**src/sv/qrs_pkg.sv**
```systemverilog
`timescale 1ns / 1ps
package qrs_pkg;

   // result classification codes
   localparam logic [1:0] STATUS_NONE   = 2'd0;
   localparam logic [1:0] STATUS_ONE    = 2'd1;
   localparam logic [1:0] STATUS_TWO    = 2'd2;
   localparam logic [1:0] STATUS_ZERO_A = 2'd3;

   localparam int COEF_W      = 16;
   localparam int DISC_W      = 34;
   localparam int RAD_W       = 64;
   localparam int ROOT_W      = 32;
   localparam int SQ_REM_W    = 35;
   localparam int SQRT_STAGES = RAD_W / 2;
   localparam int NUM_W       = 34;
   localparam int DIV_STAGES  = NUM_W;
   localparam int DEN_W       = 16;
   localparam int DV_REM_W    = DEN_W + 1;
   localparam int QUO_W       = NUM_W + 1;
   localparam int OUT_W       = 32;

   // side information carried along the pipeline with each transaction
   typedef struct packed {
      logic                     valid;
      logic [1:0]               status;
      logic signed [DISC_W-1:0] disc;
      logic signed [COEF_W-1:0] coef_a;
      logic signed [COEF_W-1:0] coef_b;
   } qrs_info_type;

endpackage

```
**src/sv/qrs_disc.sv**
```systemverilog
`timescale 1ns / 1ps
module qrs_disc (
   input  logic                               clock,
   input  logic                               reset,
   input  logic                               en,
   input  logic                               in_valid,
   input  logic signed [qrs_pkg::COEF_W-1:0]  coef_a,
   input  logic signed [qrs_pkg::COEF_W-1:0]  coef_b,
   input  logic signed [qrs_pkg::COEF_W-1:0]  coef_c,
   output qrs_pkg::qrs_info_type              out_info
);

   logic                                      v1_ff;
   logic signed [2*qrs_pkg::COEF_W-1:0]       bb_ff;
   logic signed [2*qrs_pkg::COEF_W-1:0]       ac_ff;
   logic signed [qrs_pkg::COEF_W-1:0]         a1_ff;
   logic signed [qrs_pkg::COEF_W-1:0]         b1_ff;
   logic signed [qrs_pkg::DISC_W-1:0]         disc_in;
   qrs_pkg::qrs_info_type                     info_in;
   qrs_pkg::qrs_info_type                     info_ff;

   // stage 1: the two products
   always_ff @(posedge clock) begin
      if (reset) begin
         v1_ff <= 1'b0;
      end else if (en) begin
         v1_ff <= in_valid;
      end
      if (en) begin
         bb_ff <= coef_b * coef_b;
         ac_ff <= coef_a * coef_c;
         a1_ff <= coef_a;
         b1_ff <= coef_b;
      end
   end

   // stage 2: b*b - 4ac and classification
   always_comb begin
      disc_in = {{2{bb_ff[31]}}, bb_ff}
              - ({{2{ac_ff[31]}}, ac_ff} <<< 2);
      info_in.valid  = v1_ff;
      info_in.disc   = disc_in;
      info_in.coef_a = a1_ff;
      info_in.coef_b = b1_ff;
      if (a1_ff == '0) begin
         info_in.status = qrs_pkg::STATUS_ZERO_A;
      end else if (disc_in < 0) begin
         info_in.status = qrs_pkg::STATUS_NONE;
      end else if (disc_in == '0) begin
         info_in.status = qrs_pkg::STATUS_ONE;
      end else begin
         info_in.status = qrs_pkg::STATUS_TWO;
      end
   end

   always_ff @(posedge clock) begin
      if (reset) begin
         info_ff.valid <= 1'b0;
      end else if (en) begin
         info_ff.valid <= info_in.valid;
      end
      if (en) begin
         info_ff.status <= info_in.status;
         info_ff.disc   <= info_in.disc;
         info_ff.coef_a <= info_in.coef_a;
         info_ff.coef_b <= info_in.coef_b;
      end
   end

   assign out_info = info_ff;

endmodule

```
**config.mk**
```make
export PLATFORM = sky130hd
export DESIGN_NAME = qrs_disc
export DESIGN_NICKNAME = d
export VERILOG_FILES = /design/src/sv/qrs_pkg.sv /design/src/sv/qrs_disc.sv
export SDC_FILE = /design/constraint.sdc
export NUM_CORES = 1
export LEC_CHECK = 0
export CAP_MARGIN = 20
export CORE_MARGIN = 5
export CORE_UTILIZATION = 55
export CTS_CLUSTER_SIZE = 28
export DETAILED_ROUTE_END_ITERATION = 10
export DONT_BUFFER_PORTS = 1
export PLACE_DENSITY_LB_ADDON = 0.05
export SYNTH_ARGS = -nofsm -noshare
export SYNTH_HDL_FRONTEND = slang
export SYNTH_SLANG_ARGS = --single-unit
```
**constraint.sdc**
```tcl
create_clock -name clock -period 6.46 [get_ports clock]
set_clock_uncertainty 0.15 [all_clocks]
set_input_delay 0 -clock clock [delete_from_list [all_inputs] [get_ports clock]]
set_output_delay 0 -clock clock [all_outputs]
set_load 0.005 [all_outputs]
```
==> results of run 1 <==
==> final cells by class <==
| cell class | instances | area (um^2) | area share [%] |
|---|---|---|---|
| Multi-Input combinational cell | 1696 | 18300 | 66.5 |
| Sequential cell | 162 | 4840 | 17.6 |
| Inverter | 652 | 2450 | 8.88 |
| Tap cell | 607 | 759 | 2.76 |
| Timing Repair Buffer | 62 | 628 | 2.28 |
| Clock buffer | 17 | 425 | 1.54 |
| Clock inverter | 15 | 130 | 0.472 |
==> flip-flops by register name, summed over array words and instances, names as in the netlist <==
register  cells
v1_ff         1
out_info     67
bb_ff        31
b1_ff        15
ac_ff        32
a1_ff        16
==> Yosys cell counts, drive strengths merged, types with 5 or more instances <==
| library cell | number |
|---|---|
| and3 | 13 |
| and2 | 168 |
| xor2 | 24 |
| a2111oi | 7 |
| buf | 8 |
| or2 | 5 |
| o211ai | 8 |
| a211oi | 22 |
| nor2 | 91 |
| o21a | 20 |
| and4 | 6 |
| a31o | 5 |
| inv | 652 |
| nand4 | 9 |
| nand2b | 18 |
| clkbuf | 63 |
| edfxtp | 160 |
| nor4 | 11 |
| o21ai | 52 |
| nor3 | 23 |
| a21oi | 74 |
| a31oi | 6 |
| ha | 198 |
| nand3 | 16 |
| xnor2 | 68 |
| nand2 | 236 |
| mux2i | 6 |
| o31ai | 5 |
| o211a | 5 |
| nor2b | 9 |
| a21o | 28 |
| o21bai | 12 |
| fa | 497 |
==> how the worst max path moves through the flow <==
stage                      to       start  slack (ns)
global route        bb_ff[30]   coef_b[1]        0.11
finish              bb_ff[30]   coef_b[1]        0.48
floorplan           bb_ff[31]  coef_b[15]        0.42
global placement    bb_ff[30]   coef_b[3]        0.35
detailed placement  bb_ff[31]  coef_b[15]        0.18
CTS                 bb_ff[30]   coef_b[1]        0.50
==> per-stage QoR <==
step                area, um^2  setup slack, ns  utilization (%)  instances
global placement         26400            0.353             56.7       3121
floorplan                25900            0.417                -       2581
CTS                      27600            0.497             59.2       3211
finish                   27600            0.481             59.2       3211
global route             27600            0.112             59.2       3211
detailed placement       26400            0.182             56.7       3121
==> timing repair <==
item | CTS | global route
endpoints found under the setup margin | 0 | 0
hold buffers | 58 | 0
endpoints found under the hold margin | 200 | 0
==> cell families after synthesis <==
family                   after synthesis
buffers and inverters                723
adder cells (fa/ha/maj)              695
AND/OR/NAND/NOR                      623
AO/OA/AOI/OAI                        279
flip-flops                           162
XOR/XNOR                              92
multiplexers                           6
other                                  1
==> layer usage <==
| layer | GRT usage (%) | vias up | share of wire [%] |
|---|---|---|---|
| met5 | 0 | - | 0 |
| met2 | 39.2 | 423 | 48 |
| li1 | - | 8009 | - |
| met1 | 33.7 | 9041 | 44 |
| met4 | 6.66 | 0 | 2.4 |
| met3 | 4.37 | 66 | 5.7 |
==> flow_metrics.py, run 1 <==
metrics = {
    "die": {
        "core_area_um2": 46600,
        "ios": 121,
        "rows": 79,
        "die_h_um": 227,
        "die-area_um2": 51500,
        "die_w_um": 227,
        "start_util_pct": 55.6,
    },
    "global_route": {
        "grt_use_total_pct": 24.1,
        "antenna_found_initial": 1,
        "grt_pass1_wl_mm": 96.6,
        "grt-ovfl-total": 0,
        "grt_pass1_vias": 18619,
        "grt_max_degree": 161,
    },
    "final_layout": {
        "layout.nets": 3338,
        "area_growth_pct": 6.39,
        "final_common_cell": "inv_1",
        "fillers": 4074,
        "diodes": 0,
        "mostFrequentLayoutCells": "inv_1, fa_1, nand2_1",
        "drive_gt1_share_pct": 2.23,
    },
    "worst_hold_path": {
        "hold_end": "a1_ff[7]",
        "hold_class": "in -> reg",
        "min_from": "coef_a[7]",
        "whs_path_depth": 1,
    },
    "detailed_routing": {
        "post-route-drc-count": 0,
        "first_iter_violations": 1000,
        "routedWlPerCell_um": 17.9,
        "vias": 17539,
        "final_antenna_net_count": 0,
        "via_per_inst": 5.46,
        "drt-total-wl_mm": 57.6,
        "first_pass_iters": 5,
    },
    "logic_synthesis": {
        "synth-simple-area-share_pct": 12.0,
        "synth-seq-area-share_pct": 18.7,
        "synth_nets": 3328,
        "synth_flop_cell": "edfxtp_1",
        "synth_seq_cells": 162,
        "yosys.area_share.adder_pct": 48.0,
        "synthMuxAreaShare_pct": 0.232,
        "syn_avg_cell_area_um2": 10.0,
        "async_reset_ff_share_pct": 0,
        "yosys_warnings": 0,
        "yosysTopAreaCell": "fa_1",
        "post_synth_num_cell_types": 85,
        "synth_top_family_by_area": "adder cells",
        "synth_top_area_share_pct": 38.4,
        "ys_top_cells_by_area": "fa_1, edfxtp_1, ha_1",
        "synth_xor_area_share_pct": 3.11,
        "synth_compound_gate_area_share_pct": 7.45,
        "syn_area_um2": 25900,
        "synthCells": 2581,
        "synth_edf_count": 160,
    },
    "critical_path": {
        "slowest_delay_ns": 0.72,
        "reg2reg_to": "out_info[67]",
        "reg2reg_setup_slack_ns": 2.69,
        "worst-path-max-fanout": 18,
        "r2r_start": "bb_ff[14]",
        "crit_required_ns": 6.63,
        "cp.depth": 20,
        "worstPathCellList": "dlygate4sd3_1 -> nor2b_1 -> a21o_1 -> fa_1 -> fa_1 -> fa_1 -> fa_1 -> inv_1 -> fa_1 -> inv_1 -> ha_1 -> a211oi_1 -> o21ai_0 -> nor2_1 -> a211oi_1 -> o2111ai_1 -> a31oi_1 -> o31ai_2 -> or4b_1 -> o211ai_1",
        "crit_top_cell": "fa_1",
        "cp-start-kind": "input port",
        "critPathBufInv": 3,
        "setup.worst_path.end_class": "flop",
        "crit_arrival_ns": 6.15,
        "ff2ff_path_depth": 10,
        "cpMaxStageDelayCell": "dlygate4sd3_1",
        "worstSetupPathType": "in -> reg",
        "critPathTopFamily": "adder cells",
    },
    "sta": {
        "finalSetupTns_ns": 0,
        "tightest_slew_ns": 0.956,
        "period_share_pct": 92.5,
        "hold_viol": 0,
        "final.min_clock_period_ns": 5.98,
        "clock.fmax_ghz": 0.167,
        "rsz0062_at_grt": "no",
        "slew_headroom_pct": 36.3,
        "holdWs_ns": 0.0305,
        "slew_violations": 0,
        "setup_viol": 0,
    },
    "clock_tree": {
        "htreeDepth": 4,
        "clkTransAtPathRegs_ns": 0.06,
        "clk_latency_ns": 0.48,
        "ctsResizeCount": 0,
        "cts_tree": "done",
        "clockBufferDepth": 2,
        "cts.sinks": 162,
        "postCtsSetupBuffers": 0,
        "root_buffer": "clkbuf_16",
        "cts_buffers": 17,
    },
    "run": {
        "maxCapViolations": 0,
    },
    "place": {
        "port_buffers": 0,
        "place.gp.congestion": 0.940,
        "dp_hpwl_mm": 45.7,
    },
    "outcome": {
        "status": "complete, no violations",
    },
}
Power of run 1 is not shown: default switching activity piles up to over one toggle a cycle in this logic, so the estimate is an artifact.
==> run 2: changes to the inputs <==
Settings changed: CORE_ASPECT_RATIO set to 1.1.
==> flow_metrics.py, run 2 (synthesis results as in run 1) <==
metrics = {
    "outcome": {
        "status": "complete, no violations",
    },
    "sta": {
        "setup_slack_ns": 0.483,
        "rsz0062_at_grt": "no",
        "tightest_slew_ns": 0.815,
        "hold_viol": 0,
        "slew_headroom_pct": 45.2,
        "final.min_clock_period_ns": 5.98,
        "setup_viol": 0,
        "slew_violations": 0,
        "clock.fmax_ghz": 0.167,
        "period_share_pct": 92.5,
        "finalSetupTns_ns": 0,
    },
    "clock_tree": {
        "clk_latency_ns": 0.47,
        "htreeDepth": 4,
        "ctsResizeCount": 0,
        "clkTransAtPathRegs_ns": 0.06,
        "cts_buffers": 17,
        "cts_tree": "done",
        "root_buffer": "clkbuf_16",
        "clockBufferDepth": 2,
        "cts.sinks": 162,
    },
    "critical_path": {
        "worst-path-max-fanout": 18,
        "critPathTopFamily": "adder cells",
        "crit_arrival_ns": 6.14,
        "worstSetupPathType": "in -> reg",
        "setup.worst_path.end_class": "flop",
        "worstPathCellList": "dlygate4sd3_1 -> nor2b_1 -> a21o_1 -> fa_1 -> fa_1 -> fa_1 -> fa_1 -> inv_1 -> fa_1 -> inv_1 -> ha_1 -> a211oi_1 -> o21ai_0 -> nor2_1 -> a211oi_1 -> o2111ai_1 -> a31oi_1 -> o31ai_2 -> or4b_1 -> o211ai_1",
        "slowest_delay_ns": 0.69,
        "reg2reg_setup_slack_ns": 2.67,
        "critPathBufInv": 3,
        "cp-start-kind": "input port",
        "ff2ff_path_depth": 12,
        "cp.depth": 20,
        "crit_required_ns": 6.62,
        "cpMaxStageDelayCell": "dlygate4sd3_1",
        "crit_top_cell": "fa_1",
    },
    "place": {
        "dp_hpwl_mm": 46.1,
        "place_ws_ns": 0.240,
        "port_buffers": 0,
        "place.gp.congestion": 0.858,
        "dpl-instance-area_um2": 26400,
    },
    "final_layout": {
        "diodes": 0,
        "largest_register_ffs": 67,
        "fillers": 4076,
        "postLayoutCellArea_um2": 27400,
        "regArea_um2": 4840,
        "area_growth_pct": 5.94,
        "layout.nets": 3329,
        "final_common_cell": "inv_1",
        "mostFrequentLayoutCells": "inv_1, fa_1, nand2_1",
        "final_util_pct": 58.9,
        "multi_input_area_um2": 18300,
        "drive_gt1_share_pct": 2.27,
    },
    "detailed_routing": {
        "final_antenna_net_count": 0,
        "post-route-drc-count": 0,
        "first_iter_violations": 910,
        "first_pass_iters": 5,
        "vias": 17418,
        "drt-total-wl_mm": 57.5,
        "via_per_inst": 5.46,
        "routedWlPerCell_um": 18.0,
    },
    "global_route": {
        "grt_pass1_wl_mm": 96.6,
        "grt_use_total_pct": 23.8,
        "grt_pass1_vias": 19031,
        "grt-ovfl-total": 0,
        "antenna_found_initial": 0,
        "grt_max_degree": 162,
    },
    "worst_hold_path": {
        "whs_path_depth": 1,
        "hold_class": "in -> reg",
    },
    "die": {
        "ios": 121,
        "die_h_um": 238,
        "die_w_um": 217,
        "rows": 83,
        "start_util_pct": 55.6,
        "core_area_um2": 46600,
        "die-area_um2": 51500,
    },
    "run": {
        "maxCapViolations": 0,
    },
}
[run 2: worst register-to-register path: stages (launching register included)]
cell and delay (ns):
edfxtp_1 0.33, inv_1 0.05, ha_1 0.23, fa_1 0.41, nor2b_1 0.23, o211a_1 0.24, o21ai_4 0.12, a211o_1 0.36
xnor2_1 0.24, a21oi_1 0.22, and4_1 0.37, nand4_1 0.22, o41a_1 0.36
[run 2: worst paths after layout]
kind	startpoint	to
worst max-delay path	coef_b[1]	bb_ff[30]
worst min-delay path	coef_a[4]	a1_ff[4]
worst max register to register	bb_ff[2]	out_info[67]
worst min register to register	b1_ff[2]	out_info[2]
[run 2: what timing repair did]
item,4_1_cts,5_1_grt
endpoints found under the hold margin,200,0
buffers inserted,0,0
hold buffers,50,0
[run 2: area by class of cell]
cell class	instances	share of cell area (%)
tap	595	2.71
inverter	652	8.92
clock inverter	13	0.360
clock buffer	19	1.61
multi-input combinational	1696	66.8
timing repair buffer	53	1.97
sequential	162	17.7
[run 2: stage by stage]
stage | hold slack, ns | instances
after floorplan | -0.0776 | 2581
after global placement | -0.0766 | 3108
after detailed placement | -0.0717 | 3108
after CTS | 0.00384 | 3190
after global routing | 0.0117 | 3190
final | 0.0279 | 3190
[run 2: routing by layer]
layer / up-vias / share of wire [%] / GRT usage [%]
li1: 7981 / - / -
met1: 8982 / 41 / 31.3
met2: 395 / 51 / 41.5
met3: 60 / 5.3 / 4.23
met4: 0 / 1.8 / 5.57
met5: - / 0 / 0
Power of run 2 is left out for the same reason.
==> run 3: changes to the inputs <==
Settings changed: CORE_UTILIZATION 55 to 49.
==> flow_metrics.py, run 3 (synthesis results as in run 1) <==
metrics = {
    "outcome": {
        "status": "complete, no violations",
    },
    "clock_tree": {
        "clkTransAtPathRegs_ns": 0.07,
        "cts_buffers": 17,
        "clk_latency_ns": 0.47,
        "clockBufferDepth": 2,
        "htreeDepth": 4,
        "postCtsSetupBuffers": 0,
        "cts.sinks": 162,
        "cts_tree": "done",
        "root_buffer": "clkbuf_16",
    },
    "worst_hold_path": {
        "whs_path_depth": 1,
        "hold_class": "in -> reg",
        "hold_end": "a1_ff[10]",
        "min_from": "coef_a[10]",
    },
    "die": {
        "ios": 121,
        "rows": 88,
        "die-area_um2": 57600,
        "die_w_um": 229,
        "die_h_um": 251,
        "core_area_um2": 52400,
        "start_util_pct": 49.4,
    },
    "critical_path": {
        "worstSetupPathType": "in -> reg",
        "setup.worst_path.end_class": "flop",
        "slowest_delay_ns": 0.71,
        "cp-start-kind": "input port",
        "worst-path-max-fanout": 18,
        "crit_arrival_ns": 6.03,
        "ff2ff_path_depth": 11,
        "reg2reg_setup_slack_ns": 2.65,
        "worstPathCellList": "dlygate4sd3_1 -> nor2b_2 -> a21o_1 -> fa_1 -> fa_1 -> fa_1 -> fa_1 -> inv_1 -> fa_1 -> inv_1 -> ha_1 -> a211oi_1 -> o21ai_0 -> nor2_1 -> a211oi_1 -> o2111ai_1 -> a31oi_1 -> o31ai_2 -> or4b_1 -> o211ai_1",
        "reg2reg_to": "out_info[67]",
        "startpoint": "coef_b[1]",
        "crit_required_ns": 6.62,
        "cpMaxStageDelayCell": "dlygate4sd3_1",
        "crit_top_cell": "fa_1",
        "r2r_start": "ac_ff[0]",
    },
    "global_route": {
        "grt_max_degree": 161,
        "grt-ovfl-total": 0,
        "grt_pass1_wl_mm": 97.0,
        "grt_pass1_vias": 18684,
        "antenna_found_initial": 3,
        "grt_use_total_pct": 21.3,
    },
    "final_layout": {
        "final_common_cell": "inv_1",
        "area_growth_pct": 6.62,
        "largest_register_ffs": 67,
        "mostFrequentLayoutCells": "inv_1, fa_1, nand2_1",
        "layout.nets": 3330,
        "fillers": 4849,
        "postLayoutCellArea_um2": 27600,
        "fin_cells": 3273,
        "drive_gt1_share_pct": 2.27,
    },
    "detailed_routing": {
        "post-route-drc-count": 0,
        "vias": 17527,
        "final_antenna_net_count": 0,
        "via_per_inst": 5.36,
        "first_pass_iters": 5,
        "routedWlPerCell_um": 17.9,
        "first_iter_violations": 1043,
        "drt-total-wl_mm": 58.7,
    },
    "sta": {
        "final.min_clock_period_ns": 5.87,
        "finalSetupTns_ns": 0,
        "hold_viol": 0,
        "period_share_pct": 90.8,
        "slew_headroom_pct": 25.6,
        "clock.fmax_ghz": 0.170,
        "holdWs_ns": 0.0410,
        "rsz0062_at_grt": "no",
        "slew_violations": 0,
        "setup_viol": 0,
        "tightest_slew_ns": 1.11,
    },
    "place": {
        "dp_cells": 3188,
        "port_buffers": 0,
        "dpl-instance-area_um2": 26500,
        "dp_hpwl_mm": 46.6,
        "place.gp.congestion": 0.861,
    },
    "run": {
        "maxCapViolations": 0,
    },
}
[run 3: cell types whose count changed in the layout (fill, tap and decap cells not counted), sizes merged]
cell | previous run | this run
diode | 0 | 2
clkinvlp | 5 | 0
clkbuf | 19 | 18
inv | 657 | 659
bufinv | 0 | 2
clkinv | 3 | 5
dlygate4sd3 | 49 | 50
[run 3: per-layer routing]
layer | track usage [%] | routed length (um)
met4 | 7.68 | 1760
met2 | 36.0 | 29500
met3 | 3.84 | 3460
met5 | 0 | 0
met1 | 27.9 | 24000
[run 3: through the flow]
stage | setup slack [ns] | util (%)
floorplan | 0.417 | -
global placement | 0.367 | 50.5
detailed placement | 0.267 | 50.5
CTS | 0.520 | 52.7
global route | 0.130 | 52.7
finish | 0.591 | 52.7
[run 3: final cells by class]
class,count,area [um^2],share of cell area [%]
Multi-Input combinational cell,1696,18300,66.4
Timing Repair Buffer,54,551,1.99
Antenna cell,2,5.00,0.0181
Tap cell,675,845,3.06
Inverter,652,2450,8.86
Clock inverter,14,170,0.616
Sequential cell,162,4840,17.5
Clock buffer,18,429,1.55
[run 3: worst max path at each step]
stage | endpoint | slack [ns]
after floorplan | bb_ff[31] | 0.42
after global placement | bb_ff[30] | 0.37
after detailed placement | bb_ff[30] | 0.27
after CTS | bb_ff[30] | 0.52
after global routing | bb_ff[30] | 0.13
final | bb_ff[30] | 0.59
[run 3: worst max-delay path, delay by kind of cell]
kind            cells  cell delay [ns]
fa+ha+maj           6             2.60
compound gates      8             1.65
simple gates        3             1.00
buf+inv             3             0.80
[run 3: timing repair]
| item | CTS | global route |
|---|---|---|
| setup endpoints to repair | 0 | 1 |
| hold buffers | 51 | 0 |
| resized for setup | 0 | 1 |
| hold endpoints to repair | 200 | 0 |
Power of run 3 is left out for the same reason.
